`src/sv/pcbp_pkg.sv`:
```
`timescale 1ns / 1ps
// Shared types and constants for the prefix-code bit packer.
// Depends on nothing; every other file imports it.
package pcbp_pkg;

  localparam int MAX_CODE_LEN_DEF = 32;
  localparam int TABLE_DEPTH      = 256;
  localparam int CODE_W           = 32;
  localparam int QUEUE_DEPTH      = 2;

  typedef enum logic [1:0] {
    OP_LOAD   = 2'd0,
    OP_ENCODE = 2'd1,
    OP_FINISH = 2'd2
  } opcode_t;

  typedef struct packed {
    logic [1:0]        opcode;
    logic [7:0]        symbol;
    logic [5:0]        code_length;
    logic [CODE_W-1:0] code_bits;
  } item_t;

  typedef struct packed {
    logic [7:0] out_byte;
    logic       last;
  } result_t;

endpackage

```
`src/sv/pcbp_queue.sv`:
```
`timescale 1ns / 1ps
// Short job queue between front and back end.
// Uses pcbp_pkg for its depth.
module pcbp_queue import pcbp_pkg::*; #(
  parameter int WIDTH = 42
) (
  input  logic             clk,
  input  logic             rst,
  input  logic             push_valid,
  output logic             push_ready,
  input  logic [WIDTH-1:0] push_data,
  output logic             pop_valid,
  input  logic             pop_ready,
  output logic [WIDTH-1:0] pop_data
);

  localparam int IDX_W = $clog2(QUEUE_DEPTH);
  localparam int CNT_W = $clog2(QUEUE_DEPTH + 1);

  logic [WIDTH-1:0] slots [QUEUE_DEPTH];
  logic [IDX_W-1:0] wr_ptr;
  logic [IDX_W-1:0] rd_ptr;
  logic [CNT_W-1:0] count;
  logic             do_push;
  logic             do_pop;

  assign push_ready = (count != CNT_W'(QUEUE_DEPTH));
  assign pop_valid  = (count != '0);
  assign pop_data   = slots[rd_ptr];
  assign do_push    = push_valid && push_ready;
  assign do_pop     = pop_valid && pop_ready;

  always_ff @(posedge clk) begin
    if (do_push) begin
      slots[wr_ptr] <= push_data;
    end
  end

  always_ff @(posedge clk) begin
    if (rst) begin
      wr_ptr <= '0;
      rd_ptr <= '0;
      count  <= '0;
    end else begin
      if (do_push) begin
        wr_ptr <= (wr_ptr == IDX_W'(QUEUE_DEPTH - 1)) ? '0 : wr_ptr + 1'b1;
      end
      if (do_pop) begin
        rd_ptr <= (rd_ptr == IDX_W'(QUEUE_DEPTH - 1)) ? '0 : rd_ptr + 1'b1;
      end
      case ({do_push, do_pop})
        2'b10:   count <= count + 1'b1;
        2'b01:   count <= count - 1'b1;
        default: count <= count;
      endcase
    end
  end

endmodule

```
`config.mk`:
```
export PLATFORM = sky130hd
export DESIGN_NAME = pcbp_queue
export DESIGN_NICKNAME = d
export VERILOG_FILES = /design/src/sv/pcbp_pkg.sv /design/src/sv/pcbp_queue.sv
export SDC_FILE = /design/constraint.sdc
export NUM_CORES = 1
export LEC_CHECK = 0
export ABC_AREA = 1
export BUFFER_PORTS_ARGS = -buffer_cell sky130_fd_sc_hd__buf_4
export CAP_MARGIN = 25
export CORE_UTILIZATION = 32
export DETAILED_ROUTE_END_ITERATION = 16
export PLACE_DENSITY = 0.64
export SKIP_LAST_GASP = 1
export SLEW_MARGIN = 20
export SYNTH_ARGS = -nofsm -noshare
export SYNTH_HDL_FRONTEND = slang
export SYNTH_SLANG_ARGS = --single-unit
```
`constraint.sdc`:
```
create_clock -name clk -period 5.3 [get_ports clk]
set_input_delay 1.59 -clock clk [delete_from_list [all_inputs] [get_ports clk]]
set_output_delay 1.59 -clock clk [all_outputs]
set_load 0.005 [all_outputs]
```
Word-level counts from Yosys, hierarchy flattened

Memory sizes are Yosys's and may differ from the RTL's. A register that Yosys moved wholly into a read port is not among the register bits.
Cells that the tools add are included.
Widths: inputs -> output; s select.

Bits in registers: 4
Bits in writable memories: 84
Bits of input ports: 46
Word-level logic and storage cells: 22
Memories: 1

Memories:

| memory | words | width | read ports | clocked after memory_dff | wr ports | line             | text |
|---|---|---|---|---|---|---|---|
| slots  | 2     | 42    | 1          | 1                        | 1        | pcbp_queue.sv:20 | `logic [WIDTH-1:0] slots [QUEUE_DEPTH];` |

$add $sub $neg: 4
Equality and inequality tests: 3
Mux-type cells: 7
Reduce and logical (&&, ||, !) cells: 4

Operators by type and width:

| cell                | number |
|---|---|
| $mux 1              | 6 |
| $pmux 2 s2          | 1 |
| $reduce_bool 2->1   | 2 |
| $add 1x1->1 const B | 2 |
| $add 2x1->2 const B | 1 |
| $eq 2x1->1 const B  | 1 |
| $eq 2x2->1 const B  | 1 |
| $logic_and 1x1->1   | 2 |
| $ne 2x2->1 const B  | 1 |
| $sub 2x1->2 const B | 1 |

Longest topological paths before layout

Gate-level depths: netlist (run 1).

Word-level depth: 4
Gate-level depth with buffers: 10
Gate-level depth less buffers: 10

Worst setup path after synthesis (run 1)

No wires, ideal clock.

Path type: input to register
Start point: input push_valid
End point: memory slots[0][0], enable pin
Library setup time: 441 ps
Arrival time: 3453 ps
Required time: 4859 ps
Setup slack: 1405 ps
Stages: 2
Buffers on the path: 0
Cells stage by stage: nand2_1 nor2_1

Word-level cells in the longest chain between the ends: 3

Ends and longest elaborated chain:

| what                         | line             | text |
|---|---|---|
| start, declared              | pcbp_queue.sv:9  | `input logic push_valid,` |
| $logic_and 1x1->1            | pcbp_queue.sv:30 | `assign do_push = push_valid && push_ready;` |
| $mux 1                       | pcbp_queue.sv:34 | `if (do_push) begin` |
| $mux 1 (implied by the code) | pcbp_queue.sv:35 | `slots[wr_ptr] <= push_data;` |
| end, declared                | pcbp_queue.sv:20 |  |

No other way between the ends.

==> results of run 1 <==
==> power by group through the flow <==
stage	clock [mW]	combinational (mW)	sequential, mW
2_1_floorplan	0	0.263	0.895
3_3_place_gp	0	0.384	0.929
3_5_place_dp	0	0.384	0.933
4_1_cts	0.462	0.385	0.917
5_1_grt	0.483	0.409	0.925
6_report	0.444	0.376	0.913
==> through the flow <==
| stage | hold WS (ps) | utilization, % | instances |
|---|---|---|---|
| finish | 505 | 42.8 | 408 |
| detailed placement | 494 | 41.0 | 392 |
| global placement | 477 | 40.9 | 392 |
| floorplan | 465 | - | 169 |
| CTS | 513 | 42.8 | 408 |
| global route | 537 | 42.8 | 408 |
==> flip-flops by register name (all words and copies together), names as in the netlist, named ones only <==
register	count
count	2
slots	84
wr_ptr	1
rd_ptr	1
==> cells in the mapped netlist, drive strengths merged <==
cell,count,area share (%)
ha,1,0.36
buf,5,2.6
nand2,8,0.86
dfxtp,5,2.9
mux2,42,18
edfxtp,84,73
a21oi,2,0.29
inv,8,0.86
nor2,10,1.1
nand4,1,0.18
o21ai,3,0.43
==> worst paths after layout <==
check	startpoint	end	slack [ps]	cells after the start
min reg2reg	rd_ptr$_SDFFE_PP0P_	rd_ptr$_SDFFE_PP0P_	500	2
min	rd_ptr$_SDFFE_PP0P_	rd_ptr$_SDFFE_PP0P_	500	2
max reg2reg	count[0]$_SDFFE_PP0P_	slots[0][0]$_DFFE_PP_	3560	5
max	flip-flop	pop_data[10]	1820	3
==> worst reg2reg max path, cell delays in order, from the launching register on <==
cell and delay [ps]:
dfxtp_1 350, inv_1 90, nand2_1 120, nand2_1 180, nor2_4 120, buf_4 480
==> routing by layer <==
metal	GRT usage, %	up-vias
met2	17.0	51
met3	2.70	8
met5	0	-
li1	-	831
met1	12.0	815
met4	5.65	0
==> final cells by class <==
type / instances / area (µm²)
timing repair buffer: 92 / 691
multi-input combinational: 67 / 749
clock inverter: 4 / 53.8
sequential: 89 / 2630
clock buffer: 12 / 135
tap: 136 / 170
fill: 940 / 5960
inverter: 8 / 30.0
==> kinds of logic after synthesis <==
family | count (synthesis)
mux | 42
fa+ha+maj | 1
buf+inv | 13
simple gates | 19
flops | 89
compound gates | 5
==> results_dict.tcl, run 1 <==
set metrics [dict create \
    num_antenna_cells 0 \
    synth_top_family_by_area "multiplexers" \
    internal_power_mw 1.32 \
    wl_met2_um 2890 \
    timing.critical_path.buf_inv 2 \
    pwr-share-seq_pct 52.7 \
    hpwl_um 3600 \
    start_kind "flip-flop" \
    portBuffers 89 \
    via_per_inst 4.18 \
    critPathRequiredTime_ps 3710 \
    vias 1705 \
    power.leakage_nw 1.74 \
    die_width_um 106 \
    tightestPinTransition_ps 682 \
    first_iter_violations 55 \
    synthSimpleGateAreaFrac_pct 2.12 \
    wirelength_um 5510 \
    hold_viol 0 \
    synth-xor-area-share_pct 0 \
    p_comb_share_pct 21.7 \
    first_pass_iters 4 \
    clock-sinks 89 \
    cts_made_buffers 9 \
    antenna_found_initial 0 \
    syn_area_um2 3480 \
    ir_drop_v 0.000222 \
    cp_cell_sequence "buf_4 > mux2_4 > buf_4" \
    clock_path_buffers 2 \
    ys_seq_area_share_pct 75.4 \
    place.gp.congestion 0.642 \
    total_power_mw 1.73 \
    cts_tree "yes" \
    cts_hold_buf 0 \
    pwr-share-clk_pct 25.6 \
    core_um2 10400 \
    synthAdderAreaFrac_pct 0.360 \
    netSwitchingFraction_pct 23.9 \
    grt_pass1_vias 1788 \
    rsz0062_at_grt "no" \
    row_count 37 \
    final_nets 314 \
    switchingPower_mw 0.414 \
    insertion_delay_ps 340 \
    pre_cts_slack_ps 2130 \
    slowest_stage "dfxtp_4" \
    cp.arrival_ps 1890 \
    path_max_fanout 36 \
    slew_violations 0 \
    drive_gt1_share_pct 55.1 \
    cpMostUsedCell "buf_4" \
    cts.repair.resized 0 \
    fmax_mhz 287 \
    avgSynthCellArea_um2 20.6 \
    grt_first_pass_wirelength_um 8510 \
    crit_type "reg -> out" \
    dr_wl_met3_um 260 \
    fin_setup_tns_ps 0 \
    io_pins 90 \
    ys_types 13 \
    period_needed_ps 3480 \
    syn_nets 216 \
    placed_area_um2 4270 \
    grt-ovfl-total 0 \
    synth-compound-area-share_pct 0.719 \
    critPathCaptureType "output port" \
    synth.area.mux_share_pct 17.9 \
    ant_nets 0 \
    cpPeakStageDelay_ps 800 \
    area_growth_pct 28.1 \
    postCtsSetupBuffers 0 \
    clk_pin_slew_ps 70 \
    run_status "complete, no violations" \
    dieArea_um2 11300 \
    grt_max_degree 43 \
    maxCapViolations 0 \
    relSlewSlack_pct 54.5 \
    ctsRootBufferMaster "clkbuf_8" \
    final_cell_mix "buf_4 (92), edfxtp_1 (84), mux2_4 (40), clkbuf_8 (9)" \
    wire_per_inst_um 13.5 \
    fin_skew_ps 9.58 \
    final_common_cell "buf_4" \
    design_area_um2 4460 \
    post-route-drc-count 0 \
    ys_ff_latch 89 \
    top_layer "met4" \
    htree_levels 3 \
    initial_core_util_pct 33.4 \
    cp_top_family "flip-flops" \
    power_density_nw_per_um2 389 \
    netlist_instances 169 \
    ys_warn_count 0 \
    period_share_pct 65.6 \
    worstHoldPathType "reg -> reg" \
    grtUsageTotal_pct 10.2 \
    setup_ws_ps 1820 \
    setup_viol 0 \
    dieHeight_um 106 \
    met1Wirelength_um 2280 \
]
Note: power is estimated with default switching activity, not from simulation.
==> inputs of run 2 (changes only) <==
ABC_AREA = 0   (was 1)
clock period = 3.6 ns   (was 5.3 ns; I/O delays follow)
==> results_dict.tcl, run 2 <==
set metrics [dict create \
    p_comb_share_pct 26.0 \
    slowest_stage "dfxtp_2" \
    clk_pin_slew_ps 90 \
    grt_max_degree 43 \
    via_per_inst 4.24 \
    cpPeakStageDelay_ps 700 \
    hpwl_um 3450 \
    dieHeight_um 103 \
    insertion_delay_ps 340 \
    netlist_instances 155 \
    hold_viol 0 \
    htree_levels 3 \
    setup_viol 0 \
    ctsRootBufferMaster "clkbuf_8" \
    grtUsageTotal_pct 10.1 \
    synth_edf_count 84 \
    grt_pass1_vias 1600 \
    post-route-drc-count 0 \
    grt-ovfl-total 0 \
    cts.repair.resized 0 \
    reg2reg_depth 3 \
    hold_path_depth 2 \
    syn_nets 202 \
    ir_drop_v 0.000386 \
    ant_nets 0 \
    final_nets 301 \
    pwr-share-seq_pct 48.2 \
    r2r-start "count[0]$_SDFFE_PP0P_" \
    clock-sinks 89 \
    dr_wl_met3_um 311 \
    dieArea_um2 10500 \
    largest_reg_flops 84 \
    synth_top_area_cell "edfxtp_1" \
    portBuffers 89 \
    hold_start "count[1]$_SDFFE_PP0P_" \
    period_needed_ps 2970 \
    switchingPower_mw 0.693 \
    first_iter_violations 32 \
    vias 1662 \
    row_count 36 \
    final_cell_mix "buf_4 (93), edfxtp_1 (84), mux2_2 (42), clkbuf_8 (9)" \
    synth_ff_type "edfxtp_1" \
    rsz0062_at_grt "no" \
    synth_top_cell_area_share_pct 77.8 \
    synth_common_cells "edfxtp_1 (84), mux2_2 (42), buf_2 (5), dfxtp_1 (5), nor2_1 (3)" \
    netSwitchingFraction_pct 24.1 \
    fmax_mhz 337 \
    postCtsSetupBuffers 0 \
    io_pins 90 \
    critPathRequiredTime_ps 2520 \
    top_layer "met4" \
    wirelength_um 5290 \
    start_kind "flip-flop" \
    holdPathEnd "count[1]$_SDFFE_PP0P_" \
    final_common_cell "buf_4" \
    cp_cell_sequence "buf_4 > mux2_2 > buf_4" \
    num_antenna_cells 0 \
    syn_area_um2 3240 \
    wire_per_inst_um 13.5 \
    crit_type "reg -> out" \
    clock_path_buffers 2 \
    tightestPinTransition_ps 909 \
    pwr-share-clk_pct 25.8 \
    synth.most_common_cell "edfxtp_1" \
    ys_ff_latch 89 \
    wl_met2_um 2710 \
    run_status "complete, no violations" \
    initial_core_util_pct 33.0 \
    met1Wirelength_um 2210 \
    top_register "slots" \
    ys_types 19 \
    ys_seq_area_share_pct 80.9 \
    period_share_pct 82.5 \
    slew_violations 0 \
    worstHoldPathType "reg -> reg" \
    top_regs "slots: 84 flops, count: 2 flops" \
    ys_async_sr_fraction_pct 0 \
    first_pass_iters 4 \
    power_density_nw_per_um2 666 \
    n_fill_cell 898 \
    timing.rr.end "slots[0][14]$_DFFE_PP_" \
    drive_gt1_share_pct 59.5 \
    core_um2 9820 \
    path_max_fanout 23 \
    synth.top_cells.by_area "edfxtp_1 (78%), mux2_2 (15%), dfxtp_1 (3.1%)" \
    ys_warn_count 0 \
    area_growth_pct 33.3 \
    maxCapViolations 0 \
    critPathCaptureType "output port" \
    avgSynthCellArea_um2 20.9 \
    fin_setup_tns_ps 0 \
    cts_tree "yes" \
    fin_skew_ps 12.9 \
    relSlewSlack_pct 39.3 \
    cpMostUsedCell "buf_4" \
    cts_made_buffers 9 \
    place.gp.congestion 0.624 \
    rrSetupSlack_ps 1750 \
    cts_hold_buf 0 \
    grt_first_pass_wirelength_um 7700 \
    power.leakage_nw 1.60 \
    antenna_found_initial 0 \
    internal_power_mw 2.19 \
    die_width_um 103 \
    cp.arrival_ps 1890 \
    final_util_pct 44.0 \
]
## run 2: power by group through the flow
stage	sequential (mW)	combinational (mW)	clock [mW]
floorplan	1.36	0.423	0
global placement	1.41	0.760	0
detailed placement	1.42	0.762	0
CTS	1.39	0.768	0.776
global route	1.41	0.817	0.802
finish	1.39	0.748	0.744
## run 2: kinds of logic (layout without fill, tap and decap cells)
kind of cell,after synthesis,after routing,synth area share (%)
AOI/OAI and AO/OA,5,5,1.00
adders and majority gates,1,1,0.386
and+or+nand+nor,9,9,1.47
muxes,42,42,14.6
xor gates and xnor gates,3,3,0.810
buffers and inverters,6,110,0.887
DFF,89,89,80.9
## run 2: critical path, delay by kind of cell (launching register included)
| family | cells | cell delay, ps |
|---|---|---|
| muxes | 1 | 370 |
| DFF | 1 | 700 |
| buffers and inverters | 2 | 480 |
## run 2: stage by stage
step	hold slack [ps]	cell area, µm²	worst slack (ps)	std cells	power [mW]
2_1_floorplan	474	3240	1060	155	1.79
3_3_place_gp	496	4090	953	376	2.17
3_5_place_dp	504	4090	939	376	2.18
4_1_cts	529	4320	535	392	2.94
5_1_grt	554	4320	493	392	3.03
6_report	526	4320	629	392	2.88
## run 2: worst max path at each step
stage | endpoint | slack, ps | cells past startpoint
after floorplan | slots[1][0]$_DFFE_PP_ | 1060 | 1
after global placement | pop_data[26] | 950 | 3
after detailed placement | pop_data[26] | 940 | 3
after CTS | pop_data[26] | 530 | 3
after global routing | pop_data[26] | 490 | 3
final | pop_data[26] | 630 | 3
## run 2: cell type report
type | count | area [µm²] | area share [%]
multi-input cells | 60 | 593 | 13.7
repair buffers | 93 | 698 | 16.1
clock inverters | 1 | 7.51 | 0.174
inverters | 1 | 3.75 | 0.0868
clock buffers | 15 | 231 | 5.35
well taps | 133 | 166 | 3.85
flip-flops and latches | 89 | 2620 | 60.7
## run 2: routing by layer
layer  vias up  track usage (%)
met5         -                0
met4         0             4.29
met3         9             3.80
met2        48             16.9
met1       804             11.7
li1        801                -
==> inputs of run 3 (changes only) <==
clock period = 2.9 ns   (was 3.6 ns; I/O delays follow)
==> results_dict.tcl, run 3 (synthesized netlist as in run 2, its figures left out) <==
set metrics [dict create \
    htree_levels 3 \
    cp_cell_sequence "buf_12 > mux2_2 > buf_4" \
    reg2reg_depth 3 \
    cp.arrival_ps 1700 \
    clk_pin_slew_ps 80 \
    core_um2 9820 \
    dieHeight_um 103 \
    critPathCaptureType "output port" \
    timing.rr.end "slots[1][17]$_DFFE_PP_" \
    setup_ws_ps 327 \
    critPathRequiredTime_ps 2030 \
    power.leakage_nw 1.58 \
    pre_cts_slack_ps 669 \
    ir_drop_v 0.000416 \
    fin_skew_ps 9.63 \
    via_per_inst 4.31 \
    hold_path_depth 2 \
    row_count 36 \
    initial_core_util_pct 33.0 \
    critPathCapture "pop_data[20]" \
    postCtsSetupBuffers 0 \
    num_antenna_cells 0 \
    path_max_fanout 28 \
    rsz0062_at_grt "no" \
    worstHoldPathType "reg -> reg" \
    wirelength_um 5400 \
    hpwl_um 3610 \
    power_density_nw_per_um2 821 \
    fmax_mhz 389 \
    wire_per_inst_um 13.9 \
    relSlewSlack_pct 66.0 \
    grt_pass1_vias 1671 \
    cts_hold_buf 0 \
    io_pins 90 \
    maxCapViolations 0 \
    final_cell_mix "buf_4 (89), edfxtp_1 (84), mux2_2 (42), clkbuf_8 (9), dfxtp_1 (4)" \
    period_share_pct 88.7 \
    cts.repair.resized 0 \
    grt-ovfl-total 0 \
    period_needed_ps 2570 \
    slowest_stage "dfxtp_2" \
    largest_reg_flops 84 \
    drive_gt1_share_pct 59.0 \
    total_power_mw 3.54 \
    insertion_delay_ps 340 \
    top_layer "met4" \
    hold_viol 0 \
    dieArea_um2 10500 \
    top_regs "slots: 84 flops, count: 2 flops" \
    clock-sinks 89 \
    clock_path_buffers 2 \
    ant_nets 0 \
    vias 1678 \
    start_kind "flip-flop" \
    first_iter_violations 42 \
    wl_met2_um 2690 \
    r2r-start "count[0]$_SDFFE_PP0P_" \
    portBuffers 89 \
    grt_first_pass_wirelength_um 7870 \
    grt_max_degree 29 \
    ctsRootBufferMaster "clkbuf_8" \
    first_pass_iters 4 \
    final_common_cell "buf_4" \
    cpPeakStageDelay_ps 580 \
    die_width_um 103 \
    top_register "slots" \
    antenna_found_initial 0 \
    tightestPinTransition_ps 510 \
    dr_wl_met3_um 315 \
    cts_tree "yes" \
    rrSetupSlack_ps 1150 \
    cts_made_buffers 9 \
    area_growth_pct 33.0 \
    setup_viol 0 \
    fin_setup_tns_ps 0 \
    crit_type "reg -> out" \
    run_status "complete, no violations" \
    slew_violations 0 \
    met1Wirelength_um 2250 \
    grtUsageTotal_pct 10.6 \
    final_nets 300 \
    place.gp.congestion 0.656 \
    post-route-drc-count 0 \
]
-- run 3: critical path: cells and delay by family (launching register included) --
family	cells	cell delay, ps
flip-flops	1	580
multiplexers	1	370
buffers and inverters	2	390
-- run 3: final cells by class --
cell class / count / area, µm²
tap: 133 / 166
sequential: 89 / 2620
timing repair buffer: 92 / 728
fill: 912 / 5510
multi-input combinational: 60 / 593
inverter: 1 / 3.75
clock inverter: 3 / 67.6
clock buffer: 11 / 131
-- run 3: worst min-delay path by stage --
stage / endpoint / from
finish: count[1]$_SDFFE_PP0P_ / count[1]$_SDFFE_PP0P_
global route: rd_ptr$_SDFFE_PP0P_ / rd_ptr$_SDFFE_PP0P_
CTS: count[1]$_SDFFE_PP0P_ / count[1]$_SDFFE_PP0P_
detailed placement: rd_ptr$_SDFFE_PP0P_ / rd_ptr$_SDFFE_PP0P_
global placement: rd_ptr$_SDFFE_PP0P_ / rd_ptr$_SDFFE_PP0P_
floorplan: count[1]$_SDFFE_PP0P_ / count[1]$_SDFFE_PP0P_
-- run 3: per-layer routing --
layer  vias to the layer above  global-route usage [%]
li1                        793                       -
met1                       824                    11.7
met2                        51                    17.5
met3                        10                    3.59
met4                         0                    7.25
met5                         -                       0
-- run 3: power by group --
part	switching, mW	internal (mW)	total (mW)
Clock	0.384	0.477	0.860
Sequential	0.0814	1.62	1.70
Combinational	0.385	0.591	0.977
-- run 3: through the flow --
| stage | area (µm²) | hold WS (ps) | util [%] | instances |
|---|---|---|---|---|
| final | 4310 | 516 | 43.9 | 389 |
| after global routing | 4310 | 553 | 43.9 | 389 |
| after CTS | 4310 | 521 | 43.9 | 389 |
| after detailed placement | 4120 | 509 | 41.9 | 375 |
| after global placement | 4120 | 498 | 41.9 | 375 |
| after floorplan | 3240 | 474 | - | 155 |
