===== config.mk =====
export PLATFORM = sky130hd
export DESIGN_NAME = pcbp_back
export DESIGN_NICKNAME = d
export VERILOG_FILES = /design/src/sv/pcbp_pkg.sv /design/src/sv/pcbp_back.sv
export SDC_FILE = /design/constraint.sdc
export NUM_CORES = 1
export LEC_CHECK = 0
export ABC_AREA = 1
export BUFFER_PORTS_ARGS = -buffer_cell sky130_fd_sc_hd__buf_2
export CAP_MARGIN = 20
export CORE_MARGIN = 4
export CORE_UTILIZATION = 45
export CTS_BUF_LIST = sky130_fd_sc_hd__clkbuf_16
export DETAILED_ROUTE_END_ITERATION = 12
export PLACE_DENSITY = 0.72
export SETUP_SLACK_MARGIN = 0.1
export SYNTH_ARGS = -nofsm -noshare
export SYNTH_HDL_FRONTEND = slang
export SYNTH_SLANG_ARGS = --single-unit

===== constraint.sdc =====
create_clock -name clk -period 3.6 [get_ports clk]
set_input_delay 0.72 -clock clk [delete_from_list [all_inputs] [get_ports clk]]
set_output_delay 0.72 -clock clk [all_outputs]
set_load 0.02 [all_outputs]

===== src/sv/pcbp_pkg.sv =====
`timescale 1ns / 1ps
// Shared types and constants for the prefix-code bit packer.
// Depends on nothing; every other file imports it.
package pcbp_pkg;

  localparam int MAX_CODE_LEN_DEF = 32;
  localparam int TABLE_DEPTH      = 256;
  localparam int CODE_W           = 32;
  localparam int QUEUE_DEPTH      = 2;

  typedef enum logic [1:0] {
    OP_LOAD   = 2'd0,
    OP_ENCODE = 2'd1,
    OP_FINISH = 2'd2
  } opcode_t;

  typedef struct packed {
    logic [1:0]        opcode;
    logic [7:0]        symbol;
    logic [5:0]        code_length;
    logic [CODE_W-1:0] code_bits;
  } item_t;

  typedef struct packed {
    logic [7:0] out_byte;
    logic       last;
  } result_t;

endpackage


===== src/sv/pcbp_back.sv =====
`timescale 1ns / 1ps
// Back end: takes byte jobs from the queue and sends one byte per transfer,
// most significant first, flagging the last. Uses pcbp_pkg.
module pcbp_back import pcbp_pkg::*; #(
  parameter int JOB_W = 39,
  parameter int NB_W  = 3
) (
  input  logic                  clk,
  input  logic                  rst,
  input  logic                  job_valid,
  output logic                  job_ready,
  input  logic [JOB_W+NB_W-1:0] job,
  output result_t               result,
  output logic                  result_valid,
  input  logic                  result_ready
);

  logic [JOB_W-1:0] data;
  logic [NB_W-1:0]  remaining;
  logic [JOB_W-1:0] shifted;
  logic             sent;

  assign result_valid = (remaining != '0);
  assign sent         = result_valid && result_ready;
  assign job_ready    = (remaining == '0) || (remaining == NB_W'(1) && result_ready);
  assign shifted      = data >> {remaining - 1'b1, 3'b000};

  always_comb begin
    result.out_byte = shifted[7:0];
    result.last     = (remaining == NB_W'(1));
  end

  always_ff @(posedge clk) begin
    if (job_valid && job_ready) begin
      data <= job[JOB_W+NB_W-1:NB_W];
    end
  end

  always_ff @(posedge clk) begin
    if (rst) begin
      remaining <= '0;
    end else if (job_valid && job_ready) begin
      remaining <= job[NB_W-1:0];
    end else if (sent) begin
      remaining <= remaining - 1'b1;
    end
  end

endmodule


Yosys cells after proc, flatten, opt, wreduce, memory -nomap -nowiden
Index checks and enable logic that the tools add are counted.
{"block": "totals", "reg_bits": 42, "output_inout_bits": 11, "elab_cells": 14}
{"block": "classes", "n_addsub": 1, "eq_ne": 1, "shifts": 1, "n_mux": 2, "reduce_logical": 7}
{"op": "$shr 39x6->8", "n": 1}
{"op": "$mux 3", "n": 2}
{"op": "$eq 3x1->1 const B", "n": 1}
{"op": "$logic_and 1x1->1", "n": 3}
{"op": "$logic_not 3->1", "n": 1}
{"op": "$reduce_bool 3->1", "n": 1}
{"op": "$sub 3x1->3 const B", "n": 1}
{"op": "$reduce_bool 2->1", "n": 1}
{"op": "$logic_or 1x1->1", "n": 1}

Longest topological paths before layout
Gate-level depths: netlist of the first run.
{"block": "depth", "ltp_word": 5, "depth_mapped": 11, "mapped_depth_nobuf": 9}

Worst setup path before layout of the first run
OpenSTA, ideal clock, no wires.
{"block": "synth_path", "path_kind": "flip-flop to output port", "startpoint": "reg remaining[0]", "endpoint": "out result[8] in the netlist's numbering", "arrival_ps": 1829, "t_required_ps": 2880, "slack_ps": 1051, "path_stages_with_launch": 10, "n_path_buf": 3, "cell_sequence": "dfxtp_1 buf_4 inv_2 buf_4 ha_1 buf_6 clkinv_1 nor2_1 o21ai_0 a21oi_1"}
{"element": "start, declared", "line_no": "pcbp_back.sv:19", "text": "logic [NB_W-1:0] remaining;"}
{"element": "start signal, assigned", "line_no": "pcbp_back.sv:43", "text": "remaining <= job[NB_W-1:0];"}
{"element": "start signal, assigned", "line_no": "pcbp_back.sv:45", "text": "remaining <= remaining - 1'b1;"}
{"element": "end, declared", "line_no": "pcbp_back.sv:13", "text": "output result_t result,"}

==> results by group, run 1 <==
Status
  • Status: complete, no violations

Critical path
  • Startpoint Class: flop
  • CP max FO: 20
  • Worst R2R Start: remaining[0]$_SDFFE_PP0P_
  • CP Capture Point: result[6]
  • CP startpoint: remaining[0]$_SDFFE_PP0P_
  • Top cell by count, worst path: nand3_1
  • Crit end category: output pin
  • Setup Crit Path Kind: reg2out
  • Crit path DAT: ~2.3 ns
  • Critical-path top delay cell: ha_1
  • Reg2reg path depth: 7
  • Worst path buffer plus inverter count: 3
  • Reg2reg setup slack: between 1.5 and 2 ns
  • CP Data Required Time: ~2.9 ns
  • Worst stage delay on the critical path: 0.57 ns
  • Cell depth of the worst setup path: 7
  • Top delay family on crit path: buffers and inverters
  • RR Endpoint: data[23]$_DFFE_PP_
  • Critical path cell sequence: inv_2 > ha_1 > clkinv_1 > nand3_1 > nand3_1 > o21ai_2 > buf_2

Final layout
  • Fill cell count: 324
  • Fraction of layout cells with a size suffix above 1: a little under two fifths
  • Ant diodes: 0
  • Design Area, Final: 2298 um^2
  • Multi-input logic area: around 500 um^2
  • Layout net count: between 200 and 300
  • Area delta synth->final: 25.05%
  • Register Area: 1231 um^2

Drt
  • Wire length on met2: 1680 um
  • Pre-antenna DRT Iters: 4
  • Post-Route WL: between 3000 and 4000 um
  • Via count: approximately 1300
  • ANT nets after route: 0
  • Top Layer Used: met4
  • Vias/cell: approximately 4.9
  • M1 wire length: around 1600 um
  • WL/cell: 13.56 um
  • Number of DRC markers in iteration 0: between 90 and 100
  • DRC: 0
  • Met3 WL: just over 300 um

Die
  • Rows: 22
  • # IOs: 57
  • Total Die Area: around 5200 um^2
  • Chip Width: 71.91 um
  • Initial cell density of the core: approximately half
  • Core footprint: 3799 um^2
  • Die H: a little over 70 um

Synthesis
  • Synth warn: 0
  • Post-synth EDFFs: 39
  • Synth top cells by count: 39 x edfxtp_1, 33 x nand3_1, 32 x nand2_1
  • Mean post-synth cell area: about 12 um^2
  • Ranking of synthesized cells by area: edfxtp_1 64%, nand3_1 9.0%, nand2_1 6.5%
  • Yosys top cell area share: a little under two thirds
  • Synth area leader: edfxtp_1
  • Synthesized cell area: around 1800 um^2
  • Share of flip-flops with an asynchronous set or reset: 0%
  • Syn Nets: ~200
  • Synth Flop Type: edfxtp_1
  • Sequential area share after synthesis: 66.98%
  • Most common cell in the netlist: edfxtp_1
  • Yosys cell types: 19
  • Post-synthesis register bit count: 42
  • Mapped Cells: 155

STA
  • Unrepaired setup endpoints after global routing: false
  • Final Hold Vio Count: 0
  • Slew Viols, Final: 0
  • Layout Skew: 0.002793 ns
  • Rel. slew slack: approximately two thirds
  • Slew @ Worst Pin: about 0.47 ns
  • Final min period: ~3 ns
  • # setup viols final: 0
  • Post-route clock period utilization: between 80% and 90%
  • Fmax: 328.9 MHz
  • Setup tns final: 0 ns

CTS
  • Clock Latency Late Sink: around 0.28 ns
  • CTS sink count: 42
  • Clk Tree Root Cell: clkbuf_16
  • Worst-case clock buffer depth: 2
  • Cts hold-fix bufs: 0
  • Htree depth: 2
  • CTS buffer count: 5
  • Setup Fix Bufs, Post-CTS: 0
  • CTS tree: yes
  • Clk slew on worst S/H paths: approximately 0.06 ns
  • CTS resizes: 0

Global routing
  • First-pass GRT wire length: roughly 5800 um
  • Largest net degree at the start of global routing: 40
  • Vias in the first global route: 1290
  • Gr usage total: between 15 and 20%
  • Initial antenna violation count: 0
  • GR Overflow Total: 0

Place
  • Post-place instance area: about 2200 um^2
  • Buffers added on ports: 56
  • Global placer's final weighted congestion: approximately 0.84
  • Post-DP HPWL: between 2000 and 3000 um

Power
  • Peak supply drop: 0.5690 mV
  • Pwr Density: approximately 940 nW/um^2
  • Leak: 1.015 nW

Job
  • Max cap viols: 0

Hold path
  • Worst min-delay path category: reg2reg
==> power breakdown <==
group | total, W | internal [W] | switching [W]
sequential | 0.000725 | 0.000688 | 0.0000371
clock | 0.000426 | 0.000254 | 0.000172
combinational | 0.00100 | 0.000323 | 0.000681
total | 0.00215 | 0.00126 | 0.000890
==> metal layers <==
metal / track usage [%] / vias up
li1: - / 654
met2: 23.47 / 46
met3: 6.233 / 6
met5: 0 / -
met1: 18.95 / 589
met4: 5.219 / 0
==> area by class of cell <==
type | count | area share, %
clock inverter | 3 | 0.7621
multi-input combinational | 91 | 21.83
timing repair buffer | 58 | 12.85
sequential | 42 | 53.57
tap | 48 | 2.613
clock buffer | 5 | 5.444
inverter | 18 | 2.940
==> cell usage in the layout, fill, tap and decap left out, drive strengths merged <==
cell	count
dfxtp	3
clkbuf	5
a21oi	2
nor2	5
nand2	36
inv	18
nand3	35
edfxtp	39
clkinv	3
buf	58
xnor2	1
o21ai	9
ha	3
==> sequential cells by signal, indices dropped and copies added (netlist names) <==
signal,count
data,39
remaining,3
==> cell families after synthesis <==
kind of cell               synth area share, %
xor gates and xnor gates                0.8852
adders and majority gates                2.042
buffers and inverters                    5.718
DFF                                      66.98
and+or+nand+nor                          19.95
AOI/OAI and AO/OA                        4.425
==> per-stage QoR <==
step | hold WS (ns) | util, % | cells | total power, W | setup WS (ns)
2_1_floorplan | 0.5139 | - | 155 | 0.001487 | 1.051
3_3_place_gp | 0.5514 | 56.75 | 257 | 0.001720 | 0.9762
3_5_place_dp | 0.5775 | 56.75 | 257 | 0.001742 | 0.9001
4_1_cts | 0.5881 | 60.51 | 265 | 0.002177 | 0.5820
5_1_grt | 0.6037 | 60.51 | 265 | 0.002316 | 0.3540
6_report | 0.5758 | 60.51 | 265 | 0.002155 | 0.5597
==> worst register-to-register path: cells and delay by family, from the launching register on <==
family	cells	cell delay, ns
buffers and inverters	3	0.68
DFF	1	0.34
and+or+nand+nor	3	0.27
adders and majority gates	1	0.23
==> worst min path at each step <==
stage | start | end | slack (ns) | cells after the start
final | remaining[2]$_SDFFE_PP0P_ | remaining[2]$_SDFFE_PP0P_ | 0.58 | 2
after global placement | remaining[2]$_SDFFE_PP0P_ | remaining[2]$_SDFFE_PP0P_ | 0.55 | 2
after detailed placement | remaining[2]$_SDFFE_PP0P_ | remaining[2]$_SDFFE_PP0P_ | 0.58 | 2
after floorplan | remaining[2]$_SDFFE_PP0P_ | remaining[2]$_SDFFE_PP0P_ | 0.51 | 2
after CTS | remaining[2]$_SDFFE_PP0P_ | remaining[2]$_SDFFE_PP0P_ | 0.59 | 2
after global routing | job[27] | data[24]$_DFFE_PP_ | 0.60 | 1
No activity file was read; power rests on OpenSTA's default activity.
==> run 2, diff against run 1 <==
==> constraint.sdc (replaced) <==
create_clock -name clk -period 2.89 [get_ports clk]
set_input_delay 0.578 -clock clk [delete_from_list [all_inputs] [get_ports clk]]
set_output_delay 0.578 -clock clk [all_outputs]
set_load 0.02 [all_outputs]
==> run 2 against run 1 <==
  * Final area rose by 1.7%
  * Global-route usage rose by 0.26 points
  * Sequential power rose by 24%
  * Sequential share of layout area fell by 0.92 points
  * Register-to-register slack got worse by 0.69 ns
  * Non-clock buffer count rose by 1
  * Largest cell class unchanged
  * Worst setup slack got worse by 0.24 ns
  * Via count rose by 0.54%
  * Combinational power rose by 27%
  * Wire length fell by 1.3%
  * Worst hold slack got worse by 0.11 ns
  * Sequential cell count did not move
  * Highest routed layer unchanged
==> results by group, run 2 (same netlist as run 1, synthesis figures left out) <==
STA
  • Unrepaired setup endpoints after global routing: false
  • Slew @ Worst Pin: 0.4788 ns (+0.004499 ns)
  • Worst hold slack: 0.4701 ns (-0.1057 ns)
  • Rel. slew slack: 68.08% (-0.14 points)
  • Layout Skew: 0.003482 ns (+0.0006888 ns)
  • Final min period: approximately 2.6 ns
  • # setup viols final: 0 (unchanged)
  • Slew Viols, Final: 0 (unchanged)
  • Final Hold Vio Count: 0 (unchanged)
  • Setup tns final: 0 ns (unchanged)
  • Fmax: between 300 and 400 MHz
  • Post-route clock period utilization: about nine tenths

Global routing
  • Initial antenna violation count: 0 (unchanged)
  • Vias in the first global route: 1266 (-1.9%)
  • Gr usage total: 15.31% (+0.26 points)
  • First-pass GRT wire length: 5954 um (+3.1%)
  • Largest net degree at the start of global routing: 40 (unchanged)
  • GR Overflow Total: 0 (unchanged)

Final layout
  • Ant diodes: 0 (unchanged)
  • Layout net count: 266 (+0.38%)
  • Commonest non-fill, non-tap cells in the layout: 56 x buf_2, 39 x edfxtp_1, 33 x nand3_1
  • Area delta synth->final: 27.23%
  • Commonest non-fill, non-tap cell in the layout: buf_2
  • Design Area, Final: 2338 um^2 (+1.7%)
  • Biggest regs: data x39, remaining x3
  • Largest Register: data
  • Fraction of layout cells with a size suffix above 1: 38.99% (+1.7 points)
  • Largest register FFs: 39 (unchanged)

Critical path
  • Worst stage delay on the critical path: 0.39 ns (-0.18 ns)
  • Setup Crit Path Kind: reg2out
  • CP Data Required Time: 2.31 ns (-0.57 ns)
  • Critical-path top delay cell: xnor2_2
  • Crit path DAT: 1.99 ns (-0.33 ns)
  • Top delay family on crit path: buffers and inverters
  • Top cell by count, worst path: inv_2
  • Crit end category: output pin
  • Critical path cell sequence: inv_2 > buf_4 > ha_1 > xnor2_2 > inv_2 > nand3_4 > o21ai_2 > buf_2
  • Startpoint Class: flop
  • Worst path buffer plus inverter count: 4 (+1)
  • CP max FO: 19 (-5.0%)

CTS
  • Htree depth: 2 (unchanged)
  • Worst-case clock buffer depth: 2 (unchanged)
  • Clk slew on worst S/H paths: 0.06 ns (about the same)
  • Clk Tree Root Cell: clkbuf_16
  • Clock Latency Late Sink: 0.28 ns (about the same)
  • CTS sink count: 42 (unchanged)
  • CTS buffer count: 5 (unchanged)
  • Setup Fix Bufs, Post-CTS: 0 (unchanged)
  • CTS tree: yes

Die
  • Chip Width: 71.91 um (unchanged)
  • Initial cell density of the core: 48.39% (unchanged)
  • Total Die Area: 5171 um^2 (unchanged)
  • Rows: 22 (unchanged)
  • # IOs: 57 (unchanged)
  • Die H: 71.91 um (unchanged)
  • Core footprint: 3799 um^2 (unchanged)

Place
  • Post-place instance area: 2163 um^2 (+0.35%)
  • Post-DP HPWL: 2607 um (+1.1%)
  • Global placer's final weighted congestion: 0.7975 (-5.2%)
  • Buffers added on ports: 56 (unchanged)

Power
  • Leak: 1.027 nW (+1.1%)
  • Peak supply drop: 0.5287 mV (-7.1%)
  • Power, Total: 0.002794 W (+30%)
  • Pwr Density: 1195 nW/um^2 (+27%)

Drt
  • DRC: 0 (unchanged)
  • Via count: 1302 (+0.54%)
  • Post-Route WL: 3547 um (-1.3%)
  • Vias/cell: 4.895 (+0.16%)
  • Pre-antenna DRT Iters: 4 (unchanged)
  • Number of DRC markers in iteration 0: 73 (-23%)
  • ANT nets after route: 0 (unchanged)
  • WL/cell: 13.33 um (-1.7%)

Status
  • Status: complete, no violations

Job
  • Max cap viols: 0 (unchanged)

Hold path
  • Worst min-delay path category: in2reg
==> run 2: cell types whose count changed in the layout (fill, tap and decap cells not counted), sizes merged <==
cell and change:
bufinv +1, clkinvlp +1, buf +1, clkinv -2
==> run 2: through the flow <==
stage | std cells | setup slack (ns) | utilization (%)
2_1_floorplan | 155 | 0.4690 | -
3_3_place_gp | 258 | 0.5546 | 56.95
3_5_place_dp | 258 | 0.5011 | 56.95
4_1_cts | 266 | 0.1939 | 61.40
5_1_grt | 266 | 0.1486 | 61.56
6_report | 266 | 0.3236 | 61.56
==> run 2: worst reg2reg max path, delay by kind of cell (launching register included) <==
kind | cells | cell delay [ns]
buf+inv | 3 | 0.68
simple gates | 3 | 0.27
flops | 1 | 0.34
fa+ha+maj | 1 | 0.23
==> run 2: timing repair <==
action | in CTS | in global routing
gates resized for setup | 0 | 2
hold buffers | 0 | 0
setup endpoints to repair | 0 | 8
==> run 2: final cells by class <==
class                           instances  area [um^2]
Clock buffer                            5        125.1
Multi-Input combinational cell         91        504.2
Clock inverter                          3        43.79
Tap cell                               48        60.06
Timing Repair Buffer                   59        302.8
Fill cell                             319         1460
Sequential cell                        42         1231
Inverter                               18        71.32
==> run 2: path summary, 6_finish.rpt <==
| kind | from | endpoint | slack (ns) | cells after the start |
|---|---|---|---|---|
| max | remaining[0]$_SDFFE_PP0P_ | result[1] | 0.32 | 8 |
| min | job[38] | data[35]$_DFFE_PP_ | 0.47 | 1 |
| max reg2reg | remaining[0]$_SDFFE_PP0P_ | data[25]$_DFFE_PP_ | 1.00 | 7 |
| min reg2reg | remaining[2]$_SDFFE_PP0P_ | remaining[2]$_SDFFE_PP0P_ | 0.57 | 2 |
==> run 2: layer usage <==
layer	vias up	part of all wire, %	global-route usage (%)
met1	592	41	20.00
met4	0	1.5	6.889
li1	658	-	-
met5	-	0	0
met2	46	47	22.35
met3	6	9.8	6.233
==> run 2: report_power, final <==
part | internal [W] | switching [W]
Combinational | 0.000420 | 0.000845
Clock | 0.000408 | 0.000219
Sequential | 0.000856 | 0.0000449
Total | 0.00168 | 0.00111
==> run 3, diff against run 2 <==
--- a/config.mk
+++ b/config.mk
@@ -5,7 +5,6 @@
 export SDC_FILE = /design/constraint.sdc
 export NUM_CORES = 1
 export LEC_CHECK = 0
-export ABC_AREA = 1
 export BUFFER_PORTS_ARGS = -buffer_cell sky130_fd_sc_hd__buf_2
 export CAP_MARGIN = 20
 export CORE_MARGIN = 4
==> run 3 against run 2 <==
  * Sequential cell count is the same
  * Largest power group unchanged
  * Worst hold slack is essentially flat
  * Non-clock buffer count unchanged
==> results by group, run 3 <==
Status
  • Status: complete, no violations

Synthesis
  • Syn Nets: 167 (-18%)
  • Synth Flop Type: edfxtp_1
  • Yosys top cell area share: 65.87% (+2.2 points)
  • Yosys cell types: 23 (+4)
  • Post-synth EDFFs: 39 (unchanged)
  • Most common cell in the netlist: edfxtp_1
  • Synth top cells by count: 39 x edfxtp_1, 17 x mux2i_1, 8 x nand3_1
  • Synth area leader: edfxtp_1
  • Synthesized cell area: 1778 um^2 (-3.3%)
  • Post-synthesis register bit count: 42 (unchanged)
  • Mapped Cells: 118 (-24%)
  • Share of flip-flops with an asynchronous set or reset: 0% (unchanged)
  • Sequential area share after synthesis: 69.25% (+2.3 points)
  • Synth warn: 0 (unchanged)
  • Ranking of synthesized cells by area: edfxtp_1 66%, mux2i_1 9.6%, dfxtp_1 3.4%
  • Mean post-synth cell area: 15.07 um^2 (+27%)

Final layout
  • Commonest non-fill, non-tap cells in the layout: 56 x buf_2, 39 x edfxtp_1, 17 x mux2i_1
  • Area delta synth->final: 29.98%
  • Layout net count: 226 (-15%)
  • Ant diodes: 0 (unchanged)
  • Largest Register: data
  • Biggest regs: data x39, remaining x3
  • Largest register FFs: 39 (unchanged)
  • Fraction of layout cells with a size suffix above 1: 39.33% (+0.34 points)
  • Final core utilization: 61.73% (+0.17 points)
  • Commonest non-fill, non-tap cell in the layout: buf_2

Critical path
  • Worst R2R Start: remaining[0]$_SDFFE_PP0P_
  • Crit end category: output pin
  • CP startpoint: remaining[0]$_SDFFE_PP0P_
  • Crit path DAT: 2.03 ns (+0.04 ns)
  • CP Data Required Time: 2.31 ns (about the same)
  • Worst path buffer plus inverter count: 3 (-1)
  • Critical-path top delay cell: dfxtp_1
  • Worst stage delay on the critical path: 0.32 ns (-0.07 ns)
  • Cell depth of the worst setup path: 8 (unchanged)
  • Critical path cell sequence: inv_1 > ha_1 > xor2_2 > buf_4 > nand3_1 > o21ai_0 > a21o_1 > buf_2
  • CP Capture Point: result[7]
  • Reg2reg path depth: 5 (-2)
  • Reg2reg setup slack: 0.73 ns (-0.27 ns)
  • Startpoint Class: flop
  • RR Endpoint: data[0]$_DFFE_PP_
  • CP max FO: 16 (-3)
  • Setup Crit Path Kind: reg2out
  • Top delay family on crit path: buffers and inverters

STA
  • Slew Viols, Final: 0 (unchanged)
  • Unrepaired setup endpoints after global routing: false
  • Layout Skew: 0.003990 ns (+0.0005085 ns)
  • Final min period: 2.606 ns (+0.03982 ns)
  • Final Hold Vio Count: 0 (unchanged)
  • # setup viols final: 0 (unchanged)
  • Rel. slew slack: 65.20% (-2.9 points)
  • Slew @ Worst Pin: 0.5219 ns (+0.04317 ns)
  • Fmax: 383.7 MHz (-1.5%)
  • Post-route clock period utilization: 90.18% (+1.4 points)
  • Setup tns final: 0 ns (unchanged)

Die
  • # IOs: 57 (unchanged)
  • Rows: 22 (unchanged)
  • Chip Width: 70.86 um (-1.5%)
  • Total Die Area: 5020 um^2 (-2.9%)
  • Die H: 70.86 um (-1.5%)
  • Core footprint: 3744 um^2 (-1.4%)
  • Initial cell density of the core: 47.49% (-0.89 points)

Global routing
  • Initial antenna violation count: 0 (unchanged)
  • First-pass GRT wire length: 5368 um (-9.8%)
  • Vias in the first global route: 1216 (-3.9%)
  • GR Overflow Total: 0 (unchanged)
  • Largest net degree at the start of global routing: 40 (unchanged)
  • Gr usage total: 13.89% (-1.4 points)

Drt
  • Post-Route WL: 3421 um (-3.6%)
  • Via count: 1146 (-12%)
  • ANT nets after route: 0 (unchanged)
  • Number of DRC markers in iteration 0: 58 (-21%)
  • Vias/cell: 5.071 (+3.6%)
  • DRC: 0 (unchanged)
  • WL/cell: 15.14 um (+14%)
  • Pre-antenna DRT Iters: 4 (unchanged)

CTS
  • Clk slew on worst S/H paths: 0.06 ns (about the same)
  • Clk Tree Root Cell: clkbuf_16
  • Cts hold-fix bufs: 0 (unchanged)
  • Clock Latency Late Sink: 0.28 ns (about the same)
  • CTS sink count: 42 (unchanged)
  • Setup Fix Bufs, Post-CTS: 0 (unchanged)
  • Htree depth: 2 (unchanged)
  • Worst-case clock buffer depth: 2 (unchanged)
  • CTS buffer count: 5 (unchanged)
  • CTS tree: yes

Power
  • Peak supply drop: 0.8566 mV (+62%)
  • Leak: 0.9538 nW (-7.1%)
  • Pwr Density: 1244 nW/um^2 (+4.1%)

Place
  • Buffers added on ports: 56 (unchanged)
  • Post-DP HPWL: 2470 um (-5.2%)
  • Global placer's final weighted congestion: 0.8298 (+4.1%)

Job
  • Max cap viols: 0 (unchanged)

Hold path
  • Worst min-delay path category: in2reg
[run 3: changes by cell type in the layout (fill, tap and decap cells not counted), moves of 4 or more]
cell / previous run / this run
a21o_1: 0 / 7
inv_1: 15 / 2
mux2i_1: 0 / 17
nand2_1: 32 / 3
nand3_1: 33 / 8
nor2_1: 5 / 0
nor2b_1: 0 / 4
nor3_1: 0 / 7
o21ai_0: 2 / 7
o21ai_2: 7 / 0
[run 3: where the power goes]
part           internal, W  switching [W]
registers         0.000884      0.0000594
logic             0.000458       0.000774
clock network     0.000491       0.000209
[run 3: cell type report]
class	instances	area, um^2
clock buffers	5	125.1
flip-flops and latches	42	1231
well taps	48	60.06
repair buffers	59	302.8
multi-input cells	67	520.5
fillers	299	1433
clock inverters	3	63.81
inverters	2	7.507
[run 3: logic make-up after synthesis]
kind of cell,count (synthesis),share of synthesized area (%)
flops,42,69.25
mux,18,10.84
fa+ha+maj,3,2.111
buf+inv,9,2.252
compound gates,19,6.826
xor+xnor,1,0.4927
simple gates,26,8.234
[run 3: repair_timing]
action	4_1_cts	5_1_grt
setup endpoints to repair	0	5
endpoints found under the hold margin	0	0
resized for setup	0	1
[run 3: per-stage QoR]
| step | hold WS, ns | instances | worst slack, ns | area, um^2 | total power [W] |
|---|---|---|---|---|---|
| 6_report | 0.4703 | 226 | 0.2838 | 2311 | 0.002876 |
| 2_1_floorplan | 0.4830 | 118 | 0.2805 | 1784 | 0.001845 |
| 4_1_cts | 0.4650 | 226 | 0.1710 | 2303 | 0.002895 |
| 3_3_place_gp | 0.5043 | 218 | 0.6125 | 2115 | 0.002144 |
| 3_5_place_dp | 0.5551 | 218 | 0.5040 | 2115 | 0.002188 |
| 5_1_grt | 0.4624 | 226 | 0.1554 | 2311 | 0.003042 |
[run 3: how the worst min path moves through the flow]
stage	startpoint	to	slack, ns	cells after the start
floorplan	remaining[1]$_SDFFE_PP0P_	remaining[1]$_SDFFE_PP0P_	0.48	2
global placement	remaining[1]$_SDFFE_PP0P_	remaining[1]$_SDFFE_PP0P_	0.50	2
detailed placement	remaining[1]$_SDFFE_PP0P_	remaining[1]$_SDFFE_PP0P_	0.56	2
CTS	job[28]	data[25]$_DFFE_PP_	0.46	1
global route	job[32]	data[29]$_DFFE_PP_	0.46	1
finish	job[28]	data[25]$_DFFE_PP_	0.47	1
[run 3: routing by layer]
layer | share of wire, % | routed length [um] | up-vias | global-route usage, %
li1 | - | - | 569 | -
met1 | 40 | 1372 | 522 | 15.19
met2 | 50 | 1698 | 48 | 23.27
met3 | 8.3 | 285 | 7 | 6.108
met4 | 1.9 | 65 | 0 | 6.263
met5 | 0 | 0 | - | 0
